$ cat config.mk
export PLATFORM = sky130hd
export DESIGN_NAME = cosine_similarity_unit
export DESIGN_NICKNAME = d
export VERILOG_FILES = /design/src/csu_pkg.sv /design/src/csu_datapath.sv /design/src/cosine_similarity_unit.sv
export SDC_FILE = /design/constraint.sdc
export NUM_CORES = 2
export LEC_CHECK = 0
export ABC_AREA = 1
export BUFFER_PORTS_ARGS = -buffer_cell sky130_fd_sc_hd__buf_2
export CORE_MARGIN = 1
export CORE_UTILIZATION = 65
export CTS_CLUSTER_SIZE = 10
export DETAILED_ROUTE_END_ITERATION = 8
export GPL_TIMING_DRIVEN = 0
export MAX_ROUTING_LAYER = met4
export PLACE_DENSITY = 0.92
export SLEW_MARGIN = 20
export SYNTH_ARGS = -nofsm -noshare
export SYNTH_HDL_FRONTEND = slang
export SYNTH_SLANG_ARGS = --single-unit
$ cat constraint.sdc
create_clock -name clk -period 9.2 [get_ports clk]
set_input_delay 0 -clock clk [delete_from_list [all_inputs] [get_ports clk]]
set_output_delay 0 -clock clk [all_outputs]
set_load 0.05 [all_outputs]
$ cat src/csu_pkg.sv
`timescale 1ns / 1ps
// Shared constants, sequencer states and datapath control types for the cosine similarity unit.
package csu_pkg;

  localparam int COUNT_W      = 16;
  localparam int COUNT_BITS   = 16;
  localparam int MAX_ELEMENTS = 32;
  localparam int ELEM_CNT_W   = $clog2(MAX_ELEMENTS + 1);
  localparam int SUM_W        = 40;
  localparam int PROD_W       = 2 * COUNT_BITS;
  localparam int FRAC_SHIFT   = 32;
  localparam int NN_W         = 2 * SUM_W;
  localparam int ROOT_W       = (NN_W + FRAC_SHIFT) / 2;
  localparam int REM_W        = ROOT_W + 2;
  localparam int NUM_W        = SUM_W + FRAC_SHIFT;
  localparam int SIM_W        = 17;
  localparam int ALU_W        = NN_W;
  localparam int PMUL_STEPS   = SUM_W;
  localparam int SQRT_STEPS   = ROOT_W;
  localparam int DIV_STEPS    = SIM_W;
  localparam int ITER_W       = $clog2(SQRT_STEPS);

  localparam logic [SUM_W-1:0] SUM_MAX = {SUM_W{1'b1}};
  localparam logic [SIM_W-1:0] SIM_ONE = {1'b1, {(SIM_W-1){1'b0}}};

  typedef enum logic [3:0] {
    ST_IDLE,
    ST_MUL_AA,
    ST_MUL_BB,
    ST_ADD_BB,
    ST_CHECK,
    ST_PMUL,
    ST_SQRT,
    ST_DIV_CHECK,
    ST_DIV,
    ST_FINISH
  } state_t;

  typedef enum logic [3:0] {
    DP_NONE,
    DP_MUL_AB,
    DP_MUL_AA,
    DP_MUL_BB,
    DP_ADD_BB,
    DP_CHECK,
    DP_PMUL,
    DP_SQRT,
    DP_DIV_CHECK,
    DP_DIV,
    DP_CLEAR
  } dp_op_t;

  typedef struct packed {
    dp_op_t op;
  } csu_ctrl_t;

  typedef struct packed {
    logic norm_zero;
    logic alu_carry;
  } csu_status_t;

endpackage

$ cat src/csu_datapath.sv
`timescale 1ns / 1ps
// Accumulators, one 16x16 multiplier and one shared 80-bit add/subtract unit.
module csu_datapath (
  input  logic                           clk,
  input  logic                           rst,
  input  csu_pkg::csu_ctrl_t             ctrl,
  input  logic [csu_pkg::COUNT_W-1:0]    count_a,
  input  logic [csu_pkg::COUNT_W-1:0]    count_b,
  output csu_pkg::csu_status_t           status,
  output logic [csu_pkg::SIM_W-1:0]      similarity
);

  logic [csu_pkg::COUNT_BITS-1:0] a_reg;
  logic [csu_pkg::COUNT_BITS-1:0] b_reg;
  logic [csu_pkg::COUNT_BITS-1:0] mul_x;
  logic [csu_pkg::COUNT_BITS-1:0] mul_y;
  logic [csu_pkg::PROD_W-1:0]     prod;
  logic [csu_pkg::SUM_W-1:0]      dot_sum;
  logic [csu_pkg::SUM_W-1:0]      norm_a_sum;
  logic [csu_pkg::SUM_W-1:0]      norm_b_sum;
  logic [csu_pkg::SUM_W-1:0]      sat_sum;
  logic [csu_pkg::NN_W-1:0]       acc;
  logic [csu_pkg::NUM_W-1:0]      rem;
  logic [csu_pkg::ROOT_W-1:0]     root;
  logic [csu_pkg::SIM_W-1:0]      quot;
  logic [csu_pkg::ALU_W-1:0]      alu_x;
  logic [csu_pkg::ALU_W-1:0]      alu_y;
  logic                           alu_sub;
  logic [csu_pkg::ALU_W:0]        alu_sum;
  logic                           alu_carry;

  // Operand selection for the single shared adder; subtraction is x + ~y + 1,
  // so the carry out means x >= y.
  always_comb begin
    alu_x   = '0;
    alu_y   = '0;
    alu_sub = 1'b0;
    case (ctrl.op)
      csu_pkg::DP_MUL_AA: begin
        alu_x = csu_pkg::ALU_W'(dot_sum);
        alu_y = csu_pkg::ALU_W'(prod);
      end
      csu_pkg::DP_MUL_BB: begin
        alu_x = csu_pkg::ALU_W'(norm_a_sum);
        alu_y = csu_pkg::ALU_W'(prod);
      end
      csu_pkg::DP_ADD_BB: begin
        alu_x = csu_pkg::ALU_W'(norm_b_sum);
        alu_y = csu_pkg::ALU_W'(prod);
      end
      csu_pkg::DP_PMUL: begin
        alu_x = csu_pkg::ALU_W'({acc[csu_pkg::NN_W-2:0], 1'b0});
        alu_y = norm_b_sum[csu_pkg::SUM_W-1] ? csu_pkg::ALU_W'(norm_a_sum) : '0;
      end
      csu_pkg::DP_SQRT: begin
        alu_x   = csu_pkg::ALU_W'({rem[csu_pkg::REM_W-1:0], acc[csu_pkg::NN_W-1 -: 2]});
        alu_y   = csu_pkg::ALU_W'({root, 2'b01});
        alu_sub = 1'b1;
      end
      csu_pkg::DP_DIV_CHECK: begin
        alu_x   = csu_pkg::ALU_W'({dot_sum, {csu_pkg::FRAC_SHIFT{1'b0}}});
        alu_y   = csu_pkg::ALU_W'({root, {csu_pkg::SIM_W{1'b0}}});
        alu_sub = 1'b1;
      end
      csu_pkg::DP_DIV: begin
        alu_x   = csu_pkg::ALU_W'(rem);
        alu_y   = acc;
        alu_sub = 1'b1;
      end
      default: begin
        alu_sub = 1'b0;
      end
    endcase
  end

  assign alu_sum   = {1'b0, alu_x} + {1'b0, alu_y ^ {csu_pkg::ALU_W{alu_sub}}}
                     + (csu_pkg::ALU_W + 1)'(alu_sub);
  assign alu_carry = alu_sum[csu_pkg::ALU_W];
  assign sat_sum   = alu_sum[csu_pkg::SUM_W] ? csu_pkg::SUM_MAX
                                             : alu_sum[csu_pkg::SUM_W-1:0];

  always_comb begin
    mul_x = a_reg;
    mul_y = b_reg;
    case (ctrl.op)
      csu_pkg::DP_MUL_AB: begin
        mul_x = count_a[csu_pkg::COUNT_BITS-1:0];
        mul_y = count_b[csu_pkg::COUNT_BITS-1:0];
      end
      csu_pkg::DP_MUL_AA: begin
        mul_x = a_reg;
        mul_y = a_reg;
      end
      csu_pkg::DP_MUL_BB: begin
        mul_x = b_reg;
        mul_y = b_reg;
      end
      default: begin
        mul_x = a_reg;
      end
    endcase
  end

  // The sums are cleared by reset because every vector starts from zero.
  always_ff @(posedge clk) begin
    if (rst) begin
      dot_sum    <= '0;
      norm_a_sum <= '0;
      norm_b_sum <= '0;
    end else begin
      case (ctrl.op)
        csu_pkg::DP_MUL_AA: dot_sum    <= sat_sum;
        csu_pkg::DP_MUL_BB: norm_a_sum <= sat_sum;
        csu_pkg::DP_ADD_BB: norm_b_sum <= sat_sum;
        // The multiplier of na*nb is walked out of norm_b_sum from the top bit.
        csu_pkg::DP_PMUL: norm_b_sum <= {norm_b_sum[csu_pkg::SUM_W-2:0], 1'b0};
        csu_pkg::DP_CLEAR: begin
          dot_sum    <= '0;
          norm_a_sum <= '0;
          norm_b_sum <= '0;
        end
        default: begin
          dot_sum <= dot_sum;
        end
      endcase
    end
  end

  always_ff @(posedge clk) begin
    case (ctrl.op)
      csu_pkg::DP_MUL_AB: begin
        a_reg <= count_a[csu_pkg::COUNT_BITS-1:0];
        b_reg <= count_b[csu_pkg::COUNT_BITS-1:0];
        prod  <= csu_pkg::PROD_W'(mul_x) * csu_pkg::PROD_W'(mul_y);
      end
      csu_pkg::DP_MUL_AA, csu_pkg::DP_MUL_BB: begin
        prod <= csu_pkg::PROD_W'(mul_x) * csu_pkg::PROD_W'(mul_y);
      end
      csu_pkg::DP_CHECK: begin
        acc  <= '0;
        rem  <= '0;
        root <= '0;
        quot <= '0;
      end
      csu_pkg::DP_PMUL: begin
        acc <= alu_sum[csu_pkg::NN_W-1:0];
      end
      // Two radicand bits per step leave the top of acc; zeros follow for the
      // fractional scaling.
      csu_pkg::DP_SQRT: begin
        acc  <= {acc[csu_pkg::NN_W-3:0], 2'b00};
        root <= {root[csu_pkg::ROOT_W-2:0], alu_carry};
        rem  <= alu_carry ? csu_pkg::NUM_W'(alu_sum[csu_pkg::REM_W-1:0])
                          : csu_pkg::NUM_W'(alu_x[csu_pkg::REM_W-1:0]);
      end
      csu_pkg::DP_DIV_CHECK: begin
        rem  <= {dot_sum, {csu_pkg::FRAC_SHIFT{1'b0}}};
        acc  <= csu_pkg::NN_W'({root, {(csu_pkg::SIM_W-1){1'b0}}});
        quot <= alu_carry ? csu_pkg::SIM_ONE : '0;
      end
      csu_pkg::DP_DIV: begin
        if (alu_carry) begin
          rem <= alu_sum[csu_pkg::NUM_W-1:0];
        end
        acc  <= {1'b0, acc[csu_pkg::NN_W-1:1]};
        quot <= {quot[csu_pkg::SIM_W-2:0], alu_carry};
      end
      default: begin
        prod <= prod;
      end
    endcase
  end

  assign status.norm_zero = (norm_a_sum == '0) || (norm_b_sum == '0);
  assign status.alu_carry = alu_carry;
  assign similarity       = (quot > csu_pkg::SIM_ONE) ? csu_pkg::SIM_ONE : quot;

endmodule

$ cat src/cosine_similarity_unit.sv
`timescale 1ns / 1ps
// Cosine similarity unit: sequencer, handshake and result register around the datapath.
// An item that is not the last makes three passes through one multiplier.
// A last item does the same, then, unless a norm is zero, a 40-step shift-add product of the norms,
// a 56-step square root and a 17-step division, all on one shared 80-bit adder.
// The result register lets the next item enter while a result waits to be taken.
// Synchronous reset clears the sums, element count, overflow flag and result valid.
module cosine_similarity_unit (
  input  logic                        clk,
  input  logic                        rst,
  input  logic                        count_valid,
  output logic                        count_ready,
  input  logic [csu_pkg::COUNT_W-1:0] count_a,
  input  logic [csu_pkg::COUNT_W-1:0] count_b,
  input  logic                        last,
  output logic                        result_valid,
  input  logic                        result_ready,
  output logic [csu_pkg::SIM_W-1:0]   similarity,
  output logic                        zero_norm,
  output logic                        too_long
);

  csu_pkg::state_t                 state, state_next;
  logic [csu_pkg::ITER_W-1:0]      iter, iter_next;
  logic [csu_pkg::ELEM_CNT_W-1:0]  elem_count, elem_count_next;
  logic                            overflow, overflow_next;
  logic                            last_reg, last_reg_next;
  logic                            zn, zn_next;
  logic                            result_valid_next;
  logic                            out_load;
  csu_pkg::csu_ctrl_t              ctrl;
  csu_pkg::csu_status_t            status;
  logic [csu_pkg::SIM_W-1:0]       dp_similarity;

  csu_datapath u_datapath (
    .clk        (clk),
    .rst        (rst),
    .ctrl       (ctrl),
    .count_a    (count_a),
    .count_b    (count_b),
    .status     (status),
    .similarity (dp_similarity)
  );

  always_ff @(posedge clk) begin
    if (rst) begin
      state        <= csu_pkg::ST_IDLE;
      iter         <= '0;
      elem_count   <= '0;
      overflow     <= 1'b0;
      last_reg     <= 1'b0;
      zn           <= 1'b0;
      result_valid <= 1'b0;
    end else begin
      state        <= state_next;
      iter         <= iter_next;
      elem_count   <= elem_count_next;
      overflow     <= overflow_next;
      last_reg     <= last_reg_next;
      zn           <= zn_next;
      result_valid <= result_valid_next;
    end
  end

  always_ff @(posedge clk) begin
    if (out_load) begin
      similarity <= dp_similarity;
      zero_norm  <= zn;
      too_long   <= overflow;
    end
  end

  always_comb begin
    state_next        = state;
    iter_next         = iter;
    elem_count_next   = elem_count;
    overflow_next     = overflow;
    last_reg_next     = last_reg;
    zn_next           = zn;
    result_valid_next = result_valid && !result_ready;
    out_load          = 1'b0;
    ctrl.op           = csu_pkg::DP_NONE;
    count_ready       = 1'b0;
    case (state)
      csu_pkg::ST_IDLE: begin
        count_ready = 1'b1;
        if (count_valid) begin
          if (elem_count < csu_pkg::ELEM_CNT_W'(csu_pkg::MAX_ELEMENTS)) begin
            ctrl.op       = csu_pkg::DP_MUL_AB;
            last_reg_next = last;
            state_next    = csu_pkg::ST_MUL_AA;
          end else begin
            // An item beyond the limit is dropped but still closes the vector.
            overflow_next = 1'b1;
            if (last) begin
              state_next = csu_pkg::ST_CHECK;
            end
          end
        end
      end
      csu_pkg::ST_MUL_AA: begin
        ctrl.op    = csu_pkg::DP_MUL_AA;
        state_next = csu_pkg::ST_MUL_BB;
      end
      csu_pkg::ST_MUL_BB: begin
        ctrl.op    = csu_pkg::DP_MUL_BB;
        state_next = csu_pkg::ST_ADD_BB;
      end
      csu_pkg::ST_ADD_BB: begin
        ctrl.op         = csu_pkg::DP_ADD_BB;
        elem_count_next = elem_count + 1'b1;
        state_next      = last_reg ? csu_pkg::ST_CHECK : csu_pkg::ST_IDLE;
      end
      csu_pkg::ST_CHECK: begin
        ctrl.op = csu_pkg::DP_CHECK;
        zn_next = status.norm_zero;
        if (status.norm_zero) begin
          state_next = csu_pkg::ST_FINISH;
        end else begin
          iter_next  = csu_pkg::ITER_W'(csu_pkg::PMUL_STEPS - 1);
          state_next = csu_pkg::ST_PMUL;
        end
      end
      csu_pkg::ST_PMUL: begin
        ctrl.op   = csu_pkg::DP_PMUL;
        iter_next = iter - 1'b1;
        if (iter == '0) begin
          iter_next  = csu_pkg::ITER_W'(csu_pkg::SQRT_STEPS - 1);
          state_next = csu_pkg::ST_SQRT;
        end
      end
      csu_pkg::ST_SQRT: begin
        ctrl.op   = csu_pkg::DP_SQRT;
        iter_next = iter - 1'b1;
        if (iter == '0) begin
          state_next = csu_pkg::ST_DIV_CHECK;
        end
      end
      csu_pkg::ST_DIV_CHECK: begin
        ctrl.op = csu_pkg::DP_DIV_CHECK;
        // A quotient of two or more saturates at once to exactly one.
        if (status.alu_carry) begin
          state_next = csu_pkg::ST_FINISH;
        end else begin
          iter_next  = csu_pkg::ITER_W'(csu_pkg::DIV_STEPS - 1);
          state_next = csu_pkg::ST_DIV;
        end
      end
      csu_pkg::ST_DIV: begin
        ctrl.op   = csu_pkg::DP_DIV;
        iter_next = iter - 1'b1;
        if (iter == '0) begin
          state_next = csu_pkg::ST_FINISH;
        end
      end
      csu_pkg::ST_FINISH: begin
        if (!result_valid || result_ready) begin
          out_load          = 1'b1;
          result_valid_next = 1'b1;
          ctrl.op           = csu_pkg::DP_CLEAR;
          elem_count_next   = '0;
          overflow_next     = 1'b0;
          state_next        = csu_pkg::ST_IDLE;
        end
      end
      default: begin
        state_next = csu_pkg::ST_IDLE;
      end
    endcase
  end

endmodule

---- After elaboration in Yosys (flattened, before gate mapping) ----
Index checks and enable logic that the tools add are counted.
cells by class
  bitwise logic cells ..................... 1
  multipliers ............................. 1
  muxes and demuxes ....................... 47
  eq/ne operators ......................... 29
  add/subtract/negate cells ............... 4
  $lt $le $gt $ge ......................... 2
  reductions and logical operators ........ 29
operators by type and width
  kind                                                              number
  80-bit case mux with 5 select lines                               2
  80-bit case mux with 7 select lines                               1
  72-bit case mux with 4 select lines                               1
  40-bit case mux with 2 select lines                               2
  40-bit case mux with 3 select lines                               1
  56-bit case mux with 2 select lines                               1
  80-bit by 80-bit adder with 81-bit output                         1
  81-bit by 1-bit adder with 81-bit output                          1
  40-bit zero test                                                  2
  40-bit two-way mux                                                2
  4-bit case mux with 10 select lines                               2
  80-bit bitwise XOR                                                1
  72-bit two-way mux                                                1
  16-bit case mux with 2 select lines                               2
  58-bit two-way mux                                                1
  17-bit case mux with 3 select lines                               1
  4-bit two-way mux                                                 9
  4-bit by 3-bit == test with 1-bit output (second input constant)  8
  16-bit by 16-bit multiplier with 32-bit output                    1
  6-bit two-way mux                                                 4
  6-bit case mux with 4 select lines                                1
  4-bit == test (second input constant)                             5
  17-bit > comparator (second input constant)                       1
  17-bit two-way mux                                                1
  27 further kinds                                                  61
storage, ports and cells
  output and inout bits ................... 21
  input port bits ......................... 37
  flip-flop bits (word level) ............. 448
  word-level logic and storage cells ...... 133

---- Longest topological paths before layout ----
  depth after elaboration ................. 12
  mapped depth ............................ 42

---- Hierarchy ----
A second synthesis with hierarchy kept.
second synthesis, totals
  cells, all modules ...................... 4,962
  area, all modules ....................... 37,363.3 sq um
modules (own cells, without submodules)
  module                  times used  area an instance (sq um)  cells each
  csu_datapath            1           35,461.5                  4,729
  cosine_similarity_unit  1           1,901.8                   233

---- Worst setup path after synthesis ----
No wires, ideal clock.
  path kind ............................... reg-to-reg
  from .................................... reg state[3]
  to ...................................... reg u_datapath.prod[28] in the netlist's numbering, data pin
  cell stages (with the launch flop) ...... 33
  data arrival time ....................... 7.339 ns
  buffers on the path ..................... 1
  required time ........................... 8.935 ns
  setup slack ............................. 1.596 ns
  clock period less this slack ............ 7.604 ns
  path through ............................ dfxtp_1 nor2_2 inv_1 nor2_2 inv_2 nor2_2 nand2_2 inv_4 buf_2 a22oi_1 nand2_1 nand2_2 inv_2 nand2_1 fa_1 inv_1 fa_1 fa_1 fa_1 fa_1 inv_1 fa_1 inv_1 ha_1 nand2_1 nor4_1 nand4_1 nand3_1 nand2_1 o211ai_1 a21oi_1 o21ai_0 xor2_1
on the way
  longest elaborated chain between the ends .. 5
ends and longest elaborated chain
  element                                                                                               RTL line                                  source
  start: declaration                                                                                    cosine_similarity_unit.sv:23              csu_pkg::state_t state, state_next;
  start signal: assignment                                                                              cosine_similarity_unit.sv:47              state <= csu_pkg::ST_IDLE;
  start signal: assignment                                                                              cosine_similarity_unit.sv:55              state <= state_next;
  4-bit == test (tied with other cells)                                                                 cosine_similarity_unit.sv:84              case (state)
  4-bit case mux with 10 select lines (*)                                                               cosine_similarity_unit.sv:84
  4-bit by 2-bit == test with 1-bit output or 4-bit by 1-bit == test with 1-bit output (tied branches)  csu_datapath.sv:85, csu_datapath.sv:130
  16-bit case mux with 2 select lines                                                                   csu_datapath.sv:85                        case (ctrl.op)
  16-bit by 16-bit multiplier with 32-bit output (*)                                                    csu_datapath.sv:134, csu_datapath.sv:137
  end signal: assignment                                                                                csu_datapath.sv:134                       prod <= csu_pkg::PROD_W'(mul_x) * csu_pkg::PROD_W'(mul_y);
  end signal: assignment                                                                                csu_datapath.sv:137                       prod <= csu_pkg::PROD_W'(mul_x) * csu_pkg::PROD_W'(mul_y);
  end signal: assignment                                                                                csu_datapath.sv:169                       prod <= prod;
  end: declaration                                                                                      csu_datapath.sv:17                        logic [csu_pkg::PROD_W-1:0] prod;
Every way passes the cells marked *; elsewhere a longest branch is shown, timed or not.
A chain may end at the register's enable or synchronous reset.

---- Worst setup path after layout ----
Ends and elaborated chain as after synthesis.

==> results.txt <==
Across all setup checks in the final design, the least slack found is 168 ps. In this run the most critical hold path is launched from count_b[8]. By area the synthesized netlist is led by sky130_fd_sc_hd__edfxtp_1 25%, sky130_fd_sc_hd__nand2_1 11%, sky130_fd_sc_hd__fa_1 10%. The synthesis-to-finish area growth came out at 9.24%. The total number of vias was 39716; the post-synth design cell area was 0.0373 mm2. The post-CTS setup-driven buffer insertion count is 0. The post-detailed-route via-to-cell ratio works out to 6.76.

The die is 242 um tall. The number of placed instances, taps included, is 5733. After detailed routing, the total wire length is 165 mm. The clock reaches the later pin of the worst-skew pair after 680 ps.

Clock tree synthesis found a total of 448 sinks. The checks that failed: design-rule violations. The path type of the worst min-delay path was input port to register.

Kind of end point of the critical path: a register. The number of top-level pins came out at 58. The logs give 0.660 for the effective utilization at floorplan and 111 MHz for the maximum clock frequency.

The flip-flop count of the largest register after layout was 80. Cell chosen for the clock root: sky130_fd_sc_hd__clkbuf_16. After clock tree synthesis, the clock-pin slew on the worst setup and hold paths is 70 ps.

For this run, design rule violations remaining after detail routing come to 25. Setup violations remaining at the end of the flow were counted as 0. During synthesis, Yosys emitted a total of 0 warnings. TritonCTS built the clock tree. The area of the die came out at 0.0584 mm2.

The logs give 11 for the initial antenna violation count and 9 for the total iterations of the first detailed-routing run. The run gives 0.579 as the combined global-route utilization of all metal layers. The row count is 87, and the share of final-layout standard cells stronger than drive strength 1 is 0.0611. At the placement stage, the worst setup path has a slack of 502 ps. The largest total area in the synthesized netlist belongs to sky130_fd_sc_hd__edfxtp_1. Along the worst hold path, the cell count comes to 2.

Across all register-to-register paths, the minimum setup slack is 170 ps. At the end of routability-driven placement, the weighted congestion stood at 1.21. In the final timing run, aggregate negative setup slack is 0 ps. The max-cap check violation count is 0. The tools report the final cell count without fillers as 5876. The final critical delay including setup and external delays was 9030 ps. The initial DRC count came out at 7314. The register area share after synthesis is 0.323, and the endpoint arrival time on the critical path is 9400 ps. The mean routed wirelength per cell came out at 28.1 um.

Worst-case hold path end point: u_datapath.b_reg[8]. The reg-to-reg endpoint was u_datapath.prod[28]. The tools report the net count of the mapped netlist as 5333. For the maximum number of pins on one net before global-route repair, the log shows 47.

Buffers inserted during clock tree synthesis total 53. The tools report the worst clock skew on the final layout as 70.6 ps. The count of pins over their slew limit is 0, and the global-route wire length before repair is 240 mm. Counting flops with a built-in enable in the synthesized netlist gives 308.

The run gives 0 as the global-route congestion overflow total. Averaged over all synthesized cells, the footprint is 7.59 um2. At the end of the flow, the number of nets in the layout was 5490. The flow ran to the end, but the final reports show violations. Area of the core region: 0.0565 mm2. Summed over all nets, the half-perimeter wirelength after detailed placement is 126 mm. The start-to-end type of the worst setup path is register to register. For the deepest clock path buffer count, the log shows 3.

Startpoint of the lowest-slack register-to-register path: state[3]. The cell with the largest stage delay on the worst path is sky130_fd_sc_hd__fa_1. The horizontal die dimension works out to 242 um.

The worst setup path is launched from a register. sky130_fd_sc_hd__nand2_1 is the most common cell in the netlist. The longest individual stage delay on the worst path is 560 ps, and the synthesized instance count is 4915. The largest registers in the layout are u_datapath.acc (80), u_datapath.rem (72), u_datapath.root (56). The register with the most flip-flops was u_datapath.acc.

The post-synthesis async set-or-reset flop share came out at 0. Once detail routing completed, the nets flagged for antenna violations numbered 0. Synthesis instantiated 64 different standard cells from the library.

The worst relative slew slack was 0.104; the H-tree depth was 2. At the worst endpoint, the required time is 9560 ps. Input and output buffers added on the ports amount to 57. The final period utilization is 0.982, and the number of cells on the worst reg-to-reg path is 33.

The number of hold violations in the final report was 0. Sorting the synthesized cells by how often they occur yields 1049 x sky130_fd_sc_hd__nand2_1, 793 x sky130_fd_sc_hd__inv_1, 538 x sky130_fd_sc_hd__nor2_1. Setup repair after global routing left no endpoint under its margin.

The most common flop cell mapped by yosys was sky130_fd_sc_hd__edfxtp_1. The number of global-route vias before repair was 37709; the maximum fanout count along the critical path was 10. The number of storage elements in the synthesis netlist is 448, and the fraction of post-synthesis cell area in the top cell type by area is 0.248.

At the pin with the least slew margin, the transition time is 1330 ps.
-- worst max-delay path, delay by kind of cell (launching register included) --
| family | cells | cell delay [ps] |
|---|---|---|
| buffers and inverters | 10 | 1590 |
| flip-flops | 1 | 380 |
| AO/OA/AOI/OAI | 4 | 680 |
| AND/OR/NAND/NOR | 11 | 2520 |
| XOR/XNOR | 1 | 90 |
| adder cells (fa/ha/maj) | 7 | 3450 |
-- cell families after synthesis --
family                   after synthesis  synth area share
AO/OA/AOI/OAI                       1024             0.164
XOR/XNOR                             111            0.0261
buffers and inverters               1020             0.107
adder cells (fa/ha/maj)              381             0.167
flip-flops                           448             0.323
AND/OR/NAND/NOR                     1931             0.213
-- cell type report --
class / count / area (um2)
Antenna cell: 16 / 40.0
Buffer: 196 / 882
Clock buffer: 78 / 1450
Clock inverter: 9 / 136
Fill cell: 4538 / 15700
Inverter: 824 / 3110
Multi-Input combinational cell: 3447 / 21300
Sequential cell: 448 / 12100
Tap cell: 756 / 946
Timing Repair Buffer: 102 / 816
-- cells in the final DEF, fill, tap and decap left out, types with 21 or more instances in the layout --
cell type                          n
sky130_fd_sc_hd__nand3_1         142
sky130_fd_sc_hd__a21oi_1         340
sky130_fd_sc_hd__buf_1            31
sky130_fd_sc_hd__o211ai_1         35
sky130_fd_sc_hd__inv_2            28
sky130_fd_sc_hd__nand2_1        1048
sky130_fd_sc_hd__o21ai_0         262
sky130_fd_sc_hd__inv_1           791
sky130_fd_sc_hd__o2111ai_1        30
sky130_fd_sc_hd__dlygate4sd3_1    37
sky130_fd_sc_hd__nand2_2          26
sky130_fd_sc_hd__dfxtp_1         140
sky130_fd_sc_hd__xor2_1           68
sky130_fd_sc_hd__a22oi_1          25
sky130_fd_sc_hd__nor3_1           50
sky130_fd_sc_hd__buf_4            21
sky130_fd_sc_hd__a21o_1           21
sky130_fd_sc_hd__xnor2_1          43
sky130_fd_sc_hd__o221ai_1         29
sky130_fd_sc_hd__o22ai_1         103
sky130_fd_sc_hd__a31oi_1          45
sky130_fd_sc_hd__a211oi_1         21
sky130_fd_sc_hd__clkbuf_1        125
sky130_fd_sc_hd__ha_1            186
sky130_fd_sc_hd__buf_2            94
sky130_fd_sc_hd__nor4_1           45
sky130_fd_sc_hd__nand4_1          22
sky130_fd_sc_hd__nor2_1          536
sky130_fd_sc_hd__fa_1            195
sky130_fd_sc_hd__clkbuf_16        53
sky130_fd_sc_hd__edfxtp_1        308
-- repair_timing --
item                                   in CTS  in global routing
endpoints found under the hold margin      43                  0
hold buffers                               37                  0
gates resized for setup                     0                  6
setup endpoints to repair                   0                  3
-- worst max path at each step --
stage	to	slack (ps)	startpoint	cells past startpoint
2_1_floorplan	u_datapath.prod[28]	1600	state[3]	32
3_5_place_dp	u_datapath.prod[28]	500	state[3]	31
4_1_cts	u_datapath.prod[28]	420	state[3]	31
3_3_place_gp	u_datapath.prod[28]	600	state[3]	31
5_1_grt	u_datapath.prod[28]	5	state[3]	32
6_report	u_datapath.prod[28]	170	state[3]	33
-- layer usage --
layer / wire, um / vias to the layer above / share of wire / track usage
met3: 25700 / 1276 / 0.16 / 0.221
met1: 52400 / 18042 / 0.32 / 0.640
li1: - / 16520 / - / -
met2: 66200 / 3878 / 0.40 / 0.803
met5: 0 / - / 0 / -
met4: 20600 / 0 / 0.12 / 0.534
-- through the flow --
step	util	cell area, um2	hold slack (ps)
floorplan	-	37300	98.9
global placement	0.682	38500	193
detailed placement	0.685	38700	194
CTS	0.719	40600	98.5
global route	0.721	40700	102
finish	0.721	40800	60.0
Power is left out: the tool's default activity adds up to more than one toggle a clock period on the data nets, which glitch-free logic cannot reach.
